==> src/rtl/smm_pkg.sv <==
package smm_pkg;

  // Geometry and field widths
  localparam int MAX_DIM_DEF     = 8;
  localparam int QUEUE_DEPTH_DEF = 2;
  localparam int CMD_W           = 2;
  localparam int IDX_W           = 3;
  localparam int VAL_W           = 16;
  localparam int DIM_W           = 4;
  localparam int PROD_W          = 32;
  localparam int SUM_W           = 36;
  localparam int STAT_W          = 2;
  localparam int CFG_IDX_W       = 2;

  localparam logic [DIM_W-1:0] DIM_RESET = 4'd8;

  // Input command codes
  typedef enum logic [CMD_W-1:0] {
    CMD_WR_A    = 2'd0,
    CMD_WR_B    = 2'd1,
    CMD_COMPUTE = 2'd2,
    CMD_CLEAR   = 2'd3
  } cmd_code_t;

  // Configuration register indexes
  typedef enum logic [CFG_IDX_W-1:0] {
    REG_A_ROWS = 2'd0,
    REG_A_COLS = 2'd1,
    REG_B_ROWS = 2'd2,
    REG_B_COLS = 2'd3
  } reg_idx_t;

  // Result status codes
  typedef enum logic [STAT_W-1:0] {
    STAT_OK  = 2'd0,
    STAT_IDX = 2'd1,
    STAT_DIM = 2'd2
  } status_t;

  // Classified operation handed from front to back
  typedef enum logic [2:0] {
    OP_WR_A    = 3'd0,
    OP_WR_B    = 3'd1,
    OP_CLEAR   = 3'd2,
    OP_COMPUTE = 3'd3,
    OP_IDX_ERR = 3'd4,
    OP_DIM_ERR = 3'd5
  } op_t;

  typedef struct packed {
    op_t              op;
    logic [IDX_W-1:0] row;
    logic [IDX_W-1:0] col;
    logic [VAL_W-1:0] value;
    logic [DIM_W-1:0] ar;
    logic [DIM_W-1:0] ac;
    logic [DIM_W-1:0] bc;
  } cmd_t;

endpackage

==> src/rtl/smm_ram.sv <==
module smm_ram #(
  parameter int WIDTH = smm_pkg::VAL_W,
  parameter int DEPTH = smm_pkg::MAX_DIM_DEF * smm_pkg::MAX_DIM_DEF,
  parameter int AW    = (DEPTH > 1) ? $clog2(DEPTH) : 1
) (
  input  logic             clk,
  input  logic             we,
  input  logic [AW-1:0]    waddr,
  input  logic [WIDTH-1:0] wdata,
  input  logic             re,
  input  logic [AW-1:0]    raddr,
  output logic [WIDTH-1:0] rdata
);

  logic [WIDTH-1:0] mem [DEPTH];

  always_ff @(posedge clk) begin
    if (we) begin
      mem[waddr] <= wdata;
    end
    if (re) begin
      rdata <= mem[raddr];
    end
  end

endmodule

==> src/rtl/smm_front.sv <==
module smm_front #(
  parameter int MAX_DIM = smm_pkg::MAX_DIM_DEF
) (
  input  logic                          clk,
  input  logic                          rst_n,
  input  logic                          cfg_write_en,
  input  logic [smm_pkg::CFG_IDX_W-1:0] cfg_index,
  input  logic [smm_pkg::DIM_W-1:0]     cfg_data,
  input  logic                          in_valid,
  output logic                          in_stall,
  input  logic [smm_pkg::CMD_W-1:0]     in_command,
  input  logic [smm_pkg::IDX_W-1:0]     in_row_index,
  input  logic [smm_pkg::IDX_W-1:0]     in_col_index,
  input  logic signed [smm_pkg::VAL_W-1:0] in_entry_value,
  input  logic                          q_full,
  output logic                          q_push,
  output smm_pkg::cmd_t                 q_wdata
);

  import smm_pkg::*;

  localparam logic [DIM_W-1:0] DIM_MAX = DIM_W'(MAX_DIM);

  logic [DIM_W-1:0] a_rows_r, a_cols_r, b_rows_r, b_cols_r;
  logic [DIM_W-1:0] ar, ac, br, bc;
  logic             a_in_range, b_in_range;

  always_ff @(posedge clk) begin
    if (!rst_n) begin
      a_rows_r <= DIM_RESET;
      a_cols_r <= DIM_RESET;
      b_rows_r <= DIM_RESET;
      b_cols_r <= DIM_RESET;
    end else if (cfg_write_en) begin
      case (reg_idx_t'(cfg_index))
        REG_A_ROWS: a_rows_r <= cfg_data;
        REG_A_COLS: a_cols_r <= cfg_data;
        REG_B_ROWS: b_rows_r <= cfg_data;
        REG_B_COLS: b_cols_r <= cfg_data;
        default: ;
      endcase
    end
  end

  // Sizes above the store geometry act as the geometry
  assign ar = (a_rows_r > DIM_MAX) ? DIM_MAX : a_rows_r;
  assign ac = (a_cols_r > DIM_MAX) ? DIM_MAX : a_cols_r;
  assign br = (b_rows_r > DIM_MAX) ? DIM_MAX : b_rows_r;
  assign bc = (b_cols_r > DIM_MAX) ? DIM_MAX : b_cols_r;

  assign a_in_range = ({1'b0, in_row_index} < ar) && ({1'b0, in_col_index} < ac);
  assign b_in_range = ({1'b0, in_row_index} < br) && ({1'b0, in_col_index} < bc);

  always_comb begin
    q_wdata.op    = OP_CLEAR;
    q_wdata.row   = in_row_index;
    q_wdata.col   = in_col_index;
    q_wdata.value = in_entry_value;
    q_wdata.ar    = ar;
    q_wdata.ac    = ac;
    q_wdata.bc    = bc;
    case (cmd_code_t'(in_command))
      CMD_WR_A:    q_wdata.op = a_in_range ? OP_WR_A : OP_IDX_ERR;
      CMD_WR_B:    q_wdata.op = b_in_range ? OP_WR_B : OP_IDX_ERR;
      CMD_COMPUTE: q_wdata.op = (ac != br) ? OP_DIM_ERR : OP_COMPUTE;
      CMD_CLEAR:   q_wdata.op = OP_CLEAR;
      default:     q_wdata.op = OP_CLEAR;
    endcase
  end

  assign in_stall = q_full;
  assign q_push   = in_valid && !q_full;

endmodule

==> src/rtl/smm_queue.sv <==
module smm_queue #(
  parameter int DEPTH = smm_pkg::QUEUE_DEPTH_DEF
) (
  input  logic          clk,
  input  logic          rst_n,
  input  logic          push,
  input  smm_pkg::cmd_t wdata,
  output logic          full,
  input  logic          pop,
  output logic          not_empty,
  output smm_pkg::cmd_t rdata
);

  import smm_pkg::*;

  localparam int PW = (DEPTH > 1) ? $clog2(DEPTH) : 1;
  localparam int CW = $clog2(DEPTH + 1);

  cmd_t          slot_r [DEPTH];
  logic [PW-1:0] wr_ptr_r, rd_ptr_r;
  logic [CW-1:0] count_r;

  assign full      = (count_r == CW'(DEPTH));
  assign not_empty = (count_r != '0);
  assign rdata     = slot_r[rd_ptr_r];

  always_ff @(posedge clk) begin
    if (push) begin
      slot_r[wr_ptr_r] <= wdata;
    end
  end

  always_ff @(posedge clk) begin
    if (!rst_n) begin
      wr_ptr_r <= '0;
      rd_ptr_r <= '0;
      count_r  <= '0;
    end else begin
      if (push) begin
        wr_ptr_r <= (wr_ptr_r == PW'(DEPTH - 1)) ? '0 : wr_ptr_r + PW'(1);
      end
      if (pop) begin
        rd_ptr_r <= (rd_ptr_r == PW'(DEPTH - 1)) ? '0 : rd_ptr_r + PW'(1);
      end
      if (push && !pop) begin
        count_r <= count_r + CW'(1);
      end else if (pop && !push) begin
        count_r <= count_r - CW'(1);
      end
    end
  end

endmodule

==> src/rtl/smm_back.sv <==
module smm_back #(
  parameter int MAX_DIM = smm_pkg::MAX_DIM_DEF
) (
  input  logic                            clk,
  input  logic                            rst_n,
  input  logic                            q_valid,
  input  smm_pkg::cmd_t                   q_rdata,
  output logic                            q_pop,
  output logic                            out_valid,
  input  logic                            out_stall,
  output logic [smm_pkg::STAT_W-1:0]      out_status,
  output logic [smm_pkg::IDX_W-1:0]       out_row,
  output logic [smm_pkg::IDX_W-1:0]       out_col,
  output logic signed [smm_pkg::SUM_W-1:0] out_value,
  output logic                            out_has_entry,
  output logic                            out_last
);

  import smm_pkg::*;

  localparam int DEPTH = MAX_DIM * MAX_DIM;
  localparam int AW    = (DEPTH > 1) ? $clog2(DEPTH) : 1;
  localparam int AC_W  = 2 * IDX_W;

  typedef enum logic [1:0] {
    ST_IDLE = 2'b01,
    ST_COMP = 2'b10
  } state_t;

  state_t state_r, state_nxt;

  // Sizes of the running product
  logic [DIM_W-1:0] ar_r, ac_r, bc_r;

  // Issue counters
  logic             issue_on_r, issue_on_nxt;
  logic [IDX_W-1:0] r_r, c_r, k_r, r_nxt, c_nxt, k_nxt;
  logic             k_first, k_last, c_last, r_last, issue_v;

  // Stores
  logic [DEPTH-1:0] a_valid_r, b_valid_r;
  logic [AW-1:0]    a_waddr, a_raddr, b_raddr;
  logic [VAL_W-1:0] a_rdata, b_rdata;
  logic             a_we, b_we;

  // Pipeline: read, multiply, accumulate
  logic                     v1_r, first1_r, last1_r, av1_r, bv1_r;
  logic [IDX_W-1:0]         r1_r, c1_r, r2_r, c2_r, r3_r, c3_r;
  logic                     v2_r, first2_r, last2_r;
  logic signed [VAL_W-1:0]  xa, xb;
  logic signed [PROD_W-1:0] prod_r;
  logic signed [SUM_W-1:0]  prod_ext, acc_r;
  logic                     sum_v_r;

  // Held nonzero entry, waiting to learn whether it is the last one
  logic                    pend_v_r;
  logic [IDX_W-1:0]        pend_row_r, pend_col_r;
  logic signed [SUM_W-1:0] pend_val_r;

  logic nz_sum, adv, can_emit, emit_cmd, emit_pend, emit_final, start_comp;

  logic                    out_valid_r;
  logic [STAT_W-1:0]       out_status_r;
  logic [IDX_W-1:0]        out_row_r, out_col_r;
  logic signed [SUM_W-1:0] out_value_r;
  logic                    out_has_entry_r, out_last_r;

  assign can_emit   = !out_valid_r || !out_stall;
  assign q_pop      = (state_r == ST_IDLE) && q_valid && can_emit;
  assign start_comp = q_pop && (q_rdata.op == OP_COMPUTE);
  assign emit_cmd   = q_pop && (q_rdata.op != OP_COMPUTE);

  assign nz_sum     = sum_v_r && (acc_r != '0);
  assign adv        = !(nz_sum && pend_v_r && !can_emit);
  assign emit_pend  = nz_sum && pend_v_r && can_emit;
  assign emit_final = (state_r == ST_COMP) && !issue_on_r && !v1_r && !v2_r &&
                      !sum_v_r && can_emit;

  // ---- issue counters ----
  assign issue_v = (state_r == ST_COMP) && issue_on_r;
  assign k_first = (k_r == '0);
  assign k_last  = (({1'b0, k_r} + DIM_W'(1)) == ac_r);
  assign c_last  = (({1'b0, c_r} + DIM_W'(1)) == bc_r);
  assign r_last  = (({1'b0, r_r} + DIM_W'(1)) == ar_r);

  always_comb begin
    state_nxt    = state_r;
    issue_on_nxt = issue_on_r;
    r_nxt        = r_r;
    c_nxt        = c_r;
    k_nxt        = k_r;
    case (state_r)
      ST_IDLE: begin
        if (start_comp) begin
          state_nxt    = ST_COMP;
          issue_on_nxt = (q_rdata.ar != '0) && (q_rdata.ac != '0) && (q_rdata.bc != '0);
          r_nxt        = '0;
          c_nxt        = '0;
          k_nxt        = '0;
        end
      end
      ST_COMP: begin
        if (issue_v && adv) begin
          if (k_last) begin
            k_nxt = '0;
            if (c_last) begin
              c_nxt = '0;
              if (r_last) begin
                issue_on_nxt = 1'b0;
              end else begin
                r_nxt = r_r + IDX_W'(1);
              end
            end else begin
              c_nxt = c_r + IDX_W'(1);
            end
          end else begin
            k_nxt = k_r + IDX_W'(1);
          end
        end
        if (emit_final) begin
          state_nxt = ST_IDLE;
        end
      end
      default: state_nxt = ST_IDLE;
    endcase
  end

  always_ff @(posedge clk) begin
    if (!rst_n) begin
      state_r    <= ST_IDLE;
      issue_on_r <= 1'b0;
      r_r        <= '0;
      c_r        <= '0;
      k_r        <= '0;
    end else begin
      state_r    <= state_nxt;
      issue_on_r <= issue_on_nxt;
      r_r        <= r_nxt;
      c_r        <= c_nxt;
      k_r        <= k_nxt;
    end
  end

  always_ff @(posedge clk) begin
    if (start_comp) begin
      ar_r <= q_rdata.ar;
      ac_r <= q_rdata.ac;
      bc_r <= q_rdata.bc;
    end
  end

  // ---- stores ----
  assign a_we    = q_pop && (q_rdata.op == OP_WR_A);
  assign b_we    = q_pop && (q_rdata.op == OP_WR_B);
  assign a_waddr = AW'(({{IDX_W{1'b0}}, q_rdata.row} * AC_W'(MAX_DIM)) +
                       {{IDX_W{1'b0}}, q_rdata.col});
  assign a_raddr = AW'(({{IDX_W{1'b0}}, r_r} * AC_W'(MAX_DIM)) + {{IDX_W{1'b0}}, k_r});
  assign b_raddr = AW'(({{IDX_W{1'b0}}, k_r} * AC_W'(MAX_DIM)) + {{IDX_W{1'b0}}, c_r});

  smm_ram #(.WIDTH(VAL_W), .DEPTH(DEPTH), .AW(AW)) u_a_ram (
    .clk   (clk),
    .we    (a_we),
    .waddr (a_waddr),
    .wdata (q_rdata.value),
    .re    (adv),
    .raddr (a_raddr),
    .rdata (a_rdata)
  );

  smm_ram #(.WIDTH(VAL_W), .DEPTH(DEPTH), .AW(AW)) u_b_ram (
    .clk   (clk),
    .we    (b_we),
    .waddr (a_waddr),
    .wdata (q_rdata.value),
    .re    (adv),
    .raddr (b_raddr),
    .rdata (b_rdata)
  );

  // Entry valid bits: a never-written or cleared entry reads as zero
  always_ff @(posedge clk) begin
    if (!rst_n) begin
      a_valid_r <= '0;
      b_valid_r <= '0;
    end else if (q_pop && (q_rdata.op == OP_CLEAR)) begin
      a_valid_r <= '0;
      b_valid_r <= '0;
    end else begin
      if (a_we) begin
        a_valid_r[a_waddr] <= 1'b1;
      end
      if (b_we) begin
        b_valid_r[a_waddr] <= 1'b1;
      end
    end
  end

  // ---- datapath pipeline, frozen while a finished sum cannot move on ----
  assign xa       = av1_r ? a_rdata : '0;
  assign xb       = bv1_r ? b_rdata : '0;
  assign prod_ext = {{(SUM_W - PROD_W){prod_r[PROD_W-1]}}, prod_r};

  always_ff @(posedge clk) begin
    if (!rst_n) begin
      v1_r    <= 1'b0;
      v2_r    <= 1'b0;
      sum_v_r <= 1'b0;
    end else if (adv) begin
      v1_r    <= issue_v;
      v2_r    <= v1_r;
      sum_v_r <= v2_r && last2_r;
    end
  end

  always_ff @(posedge clk) begin
    if (adv) begin
      first1_r <= k_first;
      last1_r  <= k_last;
      r1_r     <= r_r;
      c1_r     <= c_r;
      av1_r    <= a_valid_r[a_raddr];
      bv1_r    <= b_valid_r[b_raddr];
      first2_r <= first1_r;
      last2_r  <= last1_r;
      r2_r     <= r1_r;
      c2_r     <= c1_r;
      prod_r   <= xa * xb;
      if (v2_r) begin
        acc_r <= first2_r ? prod_ext : acc_r + prod_ext;
        r3_r  <= r2_r;
        c3_r  <= c2_r;
      end
    end
  end

  // ---- held entry ----
  always_ff @(posedge clk) begin
    if (!rst_n) begin
      pend_v_r <= 1'b0;
    end else if (start_comp || emit_final) begin
      pend_v_r <= 1'b0;
    end else if (nz_sum && adv) begin
      pend_v_r <= 1'b1;
    end
  end

  always_ff @(posedge clk) begin
    if (nz_sum && adv) begin
      pend_row_r <= r3_r;
      pend_col_r <= c3_r;
      pend_val_r <= acc_r;
    end
  end

  // ---- output register ----
  always_ff @(posedge clk) begin
    if (!rst_n) begin
      out_valid_r <= 1'b0;
    end else if (emit_cmd || emit_pend || emit_final) begin
      out_valid_r <= 1'b1;
    end else if (!out_stall) begin
      out_valid_r <= 1'b0;
    end
  end

  always_ff @(posedge clk) begin
    if (emit_pend || (emit_final && pend_v_r)) begin
      out_status_r    <= STAT_OK;
      out_row_r       <= pend_row_r;
      out_col_r       <= pend_col_r;
      out_value_r     <= pend_val_r;
      out_has_entry_r <= 1'b1;
      out_last_r      <= emit_final;
    end else if (emit_cmd || emit_final) begin
      out_row_r       <= '0;
      out_col_r       <= '0;
      out_value_r     <= '0;
      out_has_entry_r <= 1'b0;
      out_last_r      <= 1'b1;
      if (emit_cmd && (q_rdata.op == OP_IDX_ERR)) begin
        out_status_r <= STAT_IDX;
      end else if (emit_cmd && (q_rdata.op == OP_DIM_ERR)) begin
        out_status_r <= STAT_DIM;
      end else begin
        out_status_r <= STAT_OK;
      end
    end
  end

  assign out_valid     = out_valid_r;
  assign out_status    = out_status_r;
  assign out_row       = out_row_r;
  assign out_col       = out_col_r;
  assign out_value     = out_value_r;
  assign out_has_entry = out_has_entry_r;
  assign out_last      = out_last_r;

`ifndef SYNTH
  a_idle_empty: assert property (@(posedge clk) disable iff (!rst_n)
    (state_r == ST_IDLE) |-> !(v1_r || v2_r || sum_v_r || pend_v_r))
    else $error("pipeline not empty while idle");

  a_final_last: assert property (@(posedge clk) disable iff (!rst_n)
    emit_final |=> (state_r == ST_IDLE) && out_valid_r && out_last_r)
    else $error("compute did not close with a last result");

  a_entry_nonzero: assert property (@(posedge clk) disable iff (!rst_n)
    (out_valid_r && out_has_entry_r) |-> (out_value_r != '0))
    else $error("product entry with zero value");

  a_plain_last: assert property (@(posedge clk) disable iff (!rst_n)
    (out_valid_r && !out_has_entry_r) |-> out_last_r)
    else $error("result without entry not marked last");
`endif

endmodule

==> src/rtl/sparse_matrix_multiply_top.sv <==
// A write, clear or error request passes the queue and then the output register.
// Throughput: write/clear requests sustain 1 per cycle while the result side does
//   not stall; a compute request runs one multiply-accumulate per cycle (set by the
//   single read port of each entry store) while no result-side stall holds it back.
// Reset (rst_n low, synchronous): both stores empty, all sizes 8, queue and
//   output empty. No clearing pass: per-entry valid bits clear at once.
module sparse_matrix_multiply_top #(
  parameter int MAX_DIM     = smm_pkg::MAX_DIM_DEF,
  parameter int QUEUE_DEPTH = smm_pkg::QUEUE_DEPTH_DEF
) (
  input  logic                             clk,
  input  logic                             rst_n,
  // configuration write port
  input  logic                             cfg_write_en,
  input  logic [smm_pkg::CFG_IDX_W-1:0]    cfg_index,
  input  logic [smm_pkg::DIM_W-1:0]        cfg_data,
  // request channel
  input  logic                             in_valid,
  output logic                             in_stall,
  input  logic [smm_pkg::CMD_W-1:0]        in_command,
  input  logic [smm_pkg::IDX_W-1:0]        in_row_index,
  input  logic [smm_pkg::IDX_W-1:0]        in_col_index,
  input  logic signed [smm_pkg::VAL_W-1:0] in_entry_value,
  // result channel
  output logic                             out_valid,
  input  logic                             out_stall,
  output logic [smm_pkg::STAT_W-1:0]       out_status,
  output logic [smm_pkg::IDX_W-1:0]        out_row,
  output logic [smm_pkg::IDX_W-1:0]        out_col,
  output logic signed [smm_pkg::SUM_W-1:0] out_value,
  output logic                             out_has_entry,
  output logic                             out_last
);

  import smm_pkg::*;

  // Front -> queue: each accepted request, already classified
  // (store write, clear, compute, index error, size mismatch).
  logic q_push, q_full, q_pop, q_not_empty;
  cmd_t q_wdata, q_rdata;

  // Front: hold the size registers, clamp them, check indexes and sizes,
  // and push one classified request per accepted input.
  smm_front #(.MAX_DIM(MAX_DIM)) u_front (
    .clk            (clk),
    .rst_n          (rst_n),
    .cfg_write_en   (cfg_write_en),
    .cfg_index      (cfg_index),
    .cfg_data       (cfg_data),
    .in_valid       (in_valid),
    .in_stall       (in_stall),
    .in_command     (in_command),
    .in_row_index   (in_row_index),
    .in_col_index   (in_col_index),
    .in_entry_value (in_entry_value),
    .q_full         (q_full),
    .q_push         (q_push),
    .q_wdata        (q_wdata)
  );

  // Short queue: lets the front keep taking requests while the back
  // is busy with a product or blocked on the result side.
  smm_queue #(.DEPTH(QUEUE_DEPTH)) u_queue (
    .clk       (clk),
    .rst_n     (rst_n),
    .push      (q_push),
    .wdata     (q_wdata),
    .full      (q_full),
    .pop       (q_pop),
    .not_empty (q_not_empty),
    .rdata     (q_rdata)
  );

  // Back: own the two entry stores, run the multiply-accumulate pipeline
  // in row-major order, hold back each nonzero entry until the next one
  // (or the end) shows whether it is the last, and drive the output register.
  smm_back #(.MAX_DIM(MAX_DIM)) u_back (
    .clk           (clk),
    .rst_n         (rst_n),
    .q_valid       (q_not_empty),
    .q_rdata       (q_rdata),
    .q_pop         (q_pop),
    .out_valid     (out_valid),
    .out_stall     (out_stall),
    .out_status    (out_status),
    .out_row       (out_row),
    .out_col       (out_col),
    .out_value     (out_value),
    .out_has_entry (out_has_entry),
    .out_last      (out_last)
  );

endmodule
==> config.mk <==
export PLATFORM = sky130hd
export DESIGN_NAME = sparse_matrix_multiply_top
export DESIGN_NICKNAME = d
export VERILOG_FILES = /design/src/rtl/smm_pkg.sv /design/src/rtl/smm_ram.sv /design/src/rtl/smm_front.sv /design/src/rtl/smm_queue.sv /design/src/rtl/smm_back.sv /design/src/rtl/sparse_matrix_multiply_top.sv
export SDC_FILE = /design/constraint.sdc
export NUM_CORES = 2
export LEC_CHECK = 0
export ABC_AREA = 1
export BUFFER_PORTS_ARGS = -buffer_cell sky130_fd_sc_hd__buf_2
export CAP_MARGIN = 10
export CORE_MARGIN = 1
export CORE_UTILIZATION = 50
export DETAILED_ROUTE_END_ITERATION = 12
export GPL_ROUTABILITY_DRIVEN = 0
export GPL_TIMING_DRIVEN = 1
export PLACE_DENSITY = 0.72
export SLEW_MARGIN = 30
export SYNTH_ARGS = -nofsm -noshare
export SYNTH_HDL_FRONTEND = slang
export SYNTH_SLANG_ARGS = --single-unit
==> constraint.sdc <==
create_clock -name clk -period 8.1 [get_ports clk]
set_input_delay 0.81 -clock clk [delete_from_list [all_inputs] [get_ports clk]]
set_output_delay 0.81 -clock clk [all_outputs]
set_load 0.05 [all_outputs]
After elaboration in Yosys (flattened, before gate mapping):

Memories as Yosys holds them, arrays and structs flattened. A register that Yosys moved wholly into a read port is not among the register bits.
Index checks and enable logic that the tools add are counted.

* flip-flop bits (word level): 357
* bits in latches: 0
* bits in writable memories: 2122
* bits in read-only memories: 0
* input bits: 35
* output and inout port bits: 48
* memories: 3

Memories
* u_back.u_a_ram.mem: words 64, width 16, rd ports 1, clocked after memory_dff 1, write ports 1, RTL line smm_ram.sv:15 `logic [WIDTH-1:0] mem [DEPTH];`
* u_back.u_b_ram.mem: words 64, width 16, rd ports 1, clocked after memory_dff 1, write ports 1, RTL line smm_ram.sv:15
* u_queue.slot_r: words 2, width 37, rd ports 1, clocked after memory_dff 1, write ports 1, RTL line smm_queue.sv:19 `cmd_t slot_r [DEPTH];`

* $add $sub $neg: 14
* multiply operators: 1
* div/mod/pow operators: 0
* $lt $le $gt $ge: 12
* equality and inequality tests: 27
* shift operators: 0
* muxes and demuxes: 62
* bitwise operators: 4
* reduce and logical (&&, ||, !) cells: 74

Operator list (number)
* 64-bit bitwise OR: 2
* 36-bit 2-to-1 mux: 3
* 3-bit 2-to-1 mux: 16
* 36-bit by 32-bit adder with 36-bit output: 1
* 36-bit nonzero test: 1
* 16-bit by 16-bit multiplier with 32-bit output: 1
* 16-bit 2-to-1 mux: 2
* 1-bit logical AND: 31
* 1-bit 2-to-1 mux: 22
* 6-bit by 7-bit < comparator with 1-bit output (second input constant): 3
* 6-bit by 3-bit adder with 6-bit output: 3
* 3-bit case mux with 2 select lines: 3
* 4-bit greater-than comparator (second input constant): 4
* 3-bit by 4-bit < comparator with 1-bit output: 4
* 4-bit 2-to-1 mux: 4
* 1-bit zero test: 13
* 3-bit by 1-bit adder with 4-bit output (second input constant): 3
* 1-bit binary-select mux with 6-bit select: 2
* 2-bit == test (second input constant): 6
* 4-bit == test: 3
* 2-bit 2-to-1 mux: 6
* 2-bit by 1-bit inequality test with 1-bit output (second input constant): 6
* 3-bit case mux with 4 select lines: 1
* 2-bit AND reduction: 6
* other kinds (25): 48

Longest topological paths before layout:

* word-level depth: 9
* mapped depth: 27

Cells and area by module:

Synthesis repeated with hierarchy kept, for this count alone.

* cell total of the unflattened synthesis: 10434
* area, all modules: 114537.4 µm²

Modules (own cells, without submodules)
* smm_ram: times used 2, cells an instance 3517, area an instance 42259.3 µm², seq. area each 31230.0 µm²
* smm_back: times used 1, cells an instance 3050, area an instance 25668.4 µm², seq. area each 8638.3 µm²
* smm_queue: times used 1, cells an instance 150, area an instance 3050.4 µm², seq. area each 2322.2 µm²
* smm_front: times used 1, cells an instance 200, area an instance 1300.0 µm², seq. area each 320.3 µm²

Worst setup path before layout:

Ideal clock, no wire load.

* path kind: reg-to-reg
* start point: register u_back.bv1_r
* end point: register u_back.prod_r[29], data pin
* library setup time: 253 ps
* data arrival time: 5794 ps
* data required time: 7847 ps
* path slack: 2053 ps
* stages on the path, launching flop included: 20
* cell sequence: edfxtp_1 -> clkbuf_1 -> buf_1 -> nand2_1 -> nor2_1 -> fa_1 -> fa_1 -> inv_1 -> fa_1 -> fa_1 -> fa_1 -> fa_1 -> inv_1 -> ha_1 -> nand2_1 -> nor2_1 -> nand4_1 -> or2_2 -> nand4_1 -> nand2_1

* cells in the longest elaborated chain, start to end: 2

Ends and longest elaborated chain
* start, declared: RTL line smm_back.sv:47 `logic v1_r, first1_r, last1_r, av1_r, bv1_r;`
* start signal, assigned: RTL line smm_back.sv:222 `bv1_r <= b_valid_r[b_raddr];`
* 16-bit 2-to-1 mux: RTL line smm_back.sv:200 `assign xb = bv1_r ? b_rdata : '0;`
* 16-bit by 16-bit multiplier with 32-bit output: RTL line smm_back.sv:227 `prod_r <= xa * xb;`
* end signal, assigned: RTL line smm_back.sv:227
* end, declared: RTL line smm_back.sv:51 `logic signed [PROD_W-1:0] prod_r;`

No other way between the ends.
A chain may end at the register's enable or synchronous reset.

Worst setup path in the final report:

Same ends and word-level chain as after synthesis.

==> flow_metrics.tcl <==
set metrics [dict create \
    run_status "finished, final reports clean" \
    worst_slew_margin_rel_pct 24.4 \
    critPathArrivalTime_ns 7.51 \
    placement_rows 172 \
    critPathLaunchType "flip-flop" \
    synth_top_area_share_pct 63.5 \
    timing.hold.worst_endpoint "u_queue.slot_r[0][25]$_DFFE_PP_" \
    cp-end-kind "flip-flop" \
    seq_area_um2 73800 \
    track_usage_pct 26.8 \
    final_critical_path_setup_slack_ns 1.23 \
    total_power_consumption_of_the_routed_design_mw 38.4 \
    pwr_density_cell_nw_per_um2 316 \
    synth.yosys.seq_area_share_pct 66.5 \
    routed-via-count 76700 \
    root_buffer "sky130_fd_sc_hd__clkbuf_16" \
    power.static_leakage_nw 44.0 \
    first_global_vias 73700 \
    wire_per_inst_um 24.0 \
    synth.yosys.warnings 0 \
    cts.sinks 2512 \
    drt_iter0_markers 10700 \
    report.final.hold_viol_count 0 \
    areaGrowthSynthToFinish_pct 9.73 \
    cts_post_setup_buffers_inserted 0 \
    post-synth-top-area-cell "sky130_fd_sc_hd__edfxtp_1" \
    worstReg2RegStart "u_back.bv1_r$_DFFE_PN_" \
    fp.dieH_um 473 \
    critical_path_rt_ns 8.74 \
    multi_input_comb_area_um2 32500 \
    clock-skew-final_ns 0.0821 \
    core_area_um2 220000 \
    hold_path_depth 1 \
    synth.lib_cells_used.distinct 41 \
    grt_first_pass_wirelength_mm 454 \
    grt.overflow.total 0 \
    remaining_drc_errors 0 \
    numPortBuffers 82 \
    timing.reg2reg.setup_slack_ns 1.23 \
    worst-setup-path-type "reg2reg" \
    clk_transition_reported_paths_ns 0.07 \
    grt_antenna_before_repair 7 \
    highest_layer "met5" \
    setup_total_negative_slack_ns 0 \
    clk-insertion-delay-late_ns 0.92 \
    drtPass1Iterations 9 \
    largest_net_degree_at_the_start_of_global_routing 206 \
    post-route-cell-area_um2 122000 \
    netlist_instances 9686 \
    viasPerCell 6.04 \
    r2r_cells 19 \
    layout.core_utilization_pct 55.3 \
    start_util_pct 50.4 \
    mappedNetlistNets 10100 \
    timing.final.crit_share_pct 84.8 \
    min_period_ns 6.87 \
    cts_resized 0 \
    prevailing_post_synth_register_cell "sky130_fd_sc_hd__edfxtp_1" \
    setup_viol_count_final 0 \
    cts_tree "built" \
    hpwl_after_detailed_placement_mm 179 \
    h-tree-depth 4 \
    place_ws_ns 1.33 \
    postPlaceCellArea_um2 114000 \
    fillCellCount 17800 \
    floorplan.die_area_um2 224000 \
    io-pin-count 83 \
    min-delay-start "in_entry_value[13]" \
    report.final.slew_viol_count 0 \
    irDropWorstVdd_mv 0.329 \
    nets 9979 \
    grt_setup_unrepaired "no" \
    clockBufferDepth 3 \
    mappedNetlistArea_um2 111000 \
    drive_gt1_share_pct 6.24 \
    crit_fanout 18 \
    synth-edff-count 2343 \
    routed_wirelength_mm 305 \
    met2WireLength_mm 137 \
    max_slew.worst_pin.slew_ns 1.12 \
    min-delay-path-class "in2reg" \
    wl_met1_mm 116 \
    synth.top_cells.by_area "sky130_fd_sc_hd__edfxtp_1, sky130_fd_sc_hd__o21ai_0, sky130_fd_sc_hd__nor2_1" \
    maxCapViolations 0 \
    cts-buffers-inserted 235 \
    detail-route-antenna-nets 0 \
    die_x_um 473 \
    reg2reg_to "u_back.prod_r[29]$_DFFE_PN_" \
    synth.avg_cell_area_um2 11.4 \
    hold_buffers 0 \
    postSynthRegisterBits 2512 \
    met3_wl_post_dr_mm 34.6 \
    async_reset_ff_share_pct 0 \
    max_freq_mhz 146 \
]
flip-flops by register name (all words and copies together) (netlist names), 16 cells and up, named ones only:
register,flops
u_back.u_a_ram.mem,1024
u_back.u_b_ram.mem,1024
u_queue.slot_r,74
u_back.a_valid_r,64
u_back.b_valid_r,64
u_back.acc_r,36
u_back.out_value,36
u_back.pend_val_r,36
u_back.prod_r,32
u_back.u_a_ram.rdata,16
u_back.u_b_ram.rdata,16
how the worst max path moves through the flow:
stage / slack, ns / end / startpoint
3_5_place_dp: 1.33 / u_back.prod_r[29]$_DFFE_PN_ / u_back.bv1_r$_DFFE_PN_
4_1_cts: 1.35 / u_back.prod_r[27]$_DFFE_PN_ / u_back.bv1_r$_DFFE_PN_
5_1_grt: 0.86 / u_back.prod_r[30]$_DFFE_PN_ / u_back.bv1_r$_DFFE_PN_
3_3_place_gp: 1.43 / u_back.prod_r[31]$_DFFE_PN_ / u_back.bv1_r$_DFFE_PN_
2_1_floorplan: 2.05 / u_back.prod_r[29]$_DFFE_PN_ / u_back.bv1_r$_DFFE_PN_
6_report: 1.23 / u_back.prod_r[29]$_DFFE_PN_ / u_back.bv1_r$_DFFE_PN_
synthesized netlist by cell type, drive strengths merged, types with 6 or more instances:
| master | count |
|---|---|
| a21oi | 255 |
| buf | 117 |
| clkbuf | 428 |
| clkinv | 10 |
| dfxtp | 169 |
| edfxtp | 2343 |
| fa | 263 |
| ha | 130 |
| inv | 705 |
| mux2 | 17 |
| nand2 | 1081 |
| nand3 | 290 |
| nand3b | 11 |
| nand4 | 65 |
| nor2 | 1780 |
| nor3 | 22 |
| nor4 | 7 |
| o211ai | 28 |
| o21ai | 1345 |
| o21bai | 10 |
| o221ai | 6 |
| o22ai | 508 |
| or2 | 18 |
| xnor2 | 20 |
| xor2 | 32 |
worst max-delay path: stages (launching register included):
cell and delay [ns]:
sky130_fd_sc_hd__edfxtp_1 0.76, sky130_fd_sc_hd__nand2_1 0.53, sky130_fd_sc_hd__nor2_1 0.32, sky130_fd_sc_hd__inv_1 0.13
sky130_fd_sc_hd__fa_1 0.56, sky130_fd_sc_hd__inv_1 0.07, sky130_fd_sc_hd__fa_1 0.76, sky130_fd_sc_hd__inv_1 0.16
sky130_fd_sc_hd__fa_1 0.53, sky130_fd_sc_hd__fa_1 0.58, sky130_fd_sc_hd__fa_1 0.43, sky130_fd_sc_hd__fa_1 0.49
sky130_fd_sc_hd__inv_1 0.04, sky130_fd_sc_hd__ha_1 0.35, sky130_fd_sc_hd__nand2_1 0.11, sky130_fd_sc_hd__nor2_1 0.22
sky130_fd_sc_hd__nand4_1 0.13, sky130_fd_sc_hd__or2_2 0.32, sky130_fd_sc_hd__nand4_1 0.08, sky130_fd_sc_hd__nand2_1 0.06
placed cells by master (no fill, tap or decap), types with 21 or more instances in the layout:
cell                        netlist  routed
sky130_fd_sc_hd__a21oi_1        255     255
sky130_fd_sc_hd__buf_2           63      82
sky130_fd_sc_hd__buf_4            7      70
sky130_fd_sc_hd__clkbuf_1       428      57
sky130_fd_sc_hd__clkbuf_16        0     239
sky130_fd_sc_hd__clkinv_1        10      62
sky130_fd_sc_hd__clkinv_2         0      46
sky130_fd_sc_hd__dfxtp_1        169     159
sky130_fd_sc_hd__edfxtp_1      2343    2343
sky130_fd_sc_hd__fa_1           263     263
sky130_fd_sc_hd__ha_1           130     130
sky130_fd_sc_hd__inv_1          698     674
sky130_fd_sc_hd__nand2_1       1081    1079
sky130_fd_sc_hd__nand3_1        290     290
sky130_fd_sc_hd__nand4_1         65      65
sky130_fd_sc_hd__nor2_1        1759    1755
sky130_fd_sc_hd__o211ai_1        28      28
sky130_fd_sc_hd__o21ai_0       1329    1324
sky130_fd_sc_hd__o21ai_1         16      21
sky130_fd_sc_hd__o22ai_1        508     508
sky130_fd_sc_hd__xor2_1          32      32
through the flow:
stage          cells  hold slack (ns)
6_report       12700            0.110
2_1_floorplan   9686            0.400
3_5_place_dp   12300            0.405
4_1_cts        12700           0.0438
5_1_grt        12700           0.0686
3_3_place_gp   12300            0.402
cell families (layout without fill, tap and decap cells):
group / Yosys count / after routing / synth area share (%)
buffers and inverters: 1260 / 1328 / 4.36
other: 0 / 2 / 0
AND/OR/NAND/NOR: 3276 / 3276 / 11.8
flip-flops: 2512 / 2512 / 66.5
XOR/XNOR: 52 / 52 / 0.411
AO/OA/AOI/OAI: 2176 / 2176 / 10.6
adder cells (fa/ha/maj): 393 / 393 / 6.22
multiplexers: 17 / 17 / 0.173
layer usage:
| metal | global-route usage, % | vias to the layer above |
|---|---|---|
| met5 | 0 | - |
| met3 | 5.42 | 830 |
| met1 | 36.3 | 37500 |
| li1 | - | 33600 |
| met4 | 14.3 | 2 |
| met2 | 41.0 | 4830 |
power breakdown:
group / internal, mW / leakage (nW) / switching, mW
clock network: 6.07 / 3.74 / 4.87
registers: 15.9 / 22.7 / 0.369
logic: 2.55 / 17.6 / 8.67
cell type report:
| cell class | instances | area share [%] |
|---|---|---|
| clock inverter | 126 | 1.01 |
| inverter | 715 | 2.24 |
| tap | 2958 | 3.04 |
| timing repair buffer | 173 | 1.07 |
| clock buffer | 314 | 5.30 |
| multi-input combinational | 5914 | 26.7 |
| antenna | 2 | 0.00411 |
| sequential | 2512 | 60.6 |
No activity file was read; power rests on OpenSTA's default activity.
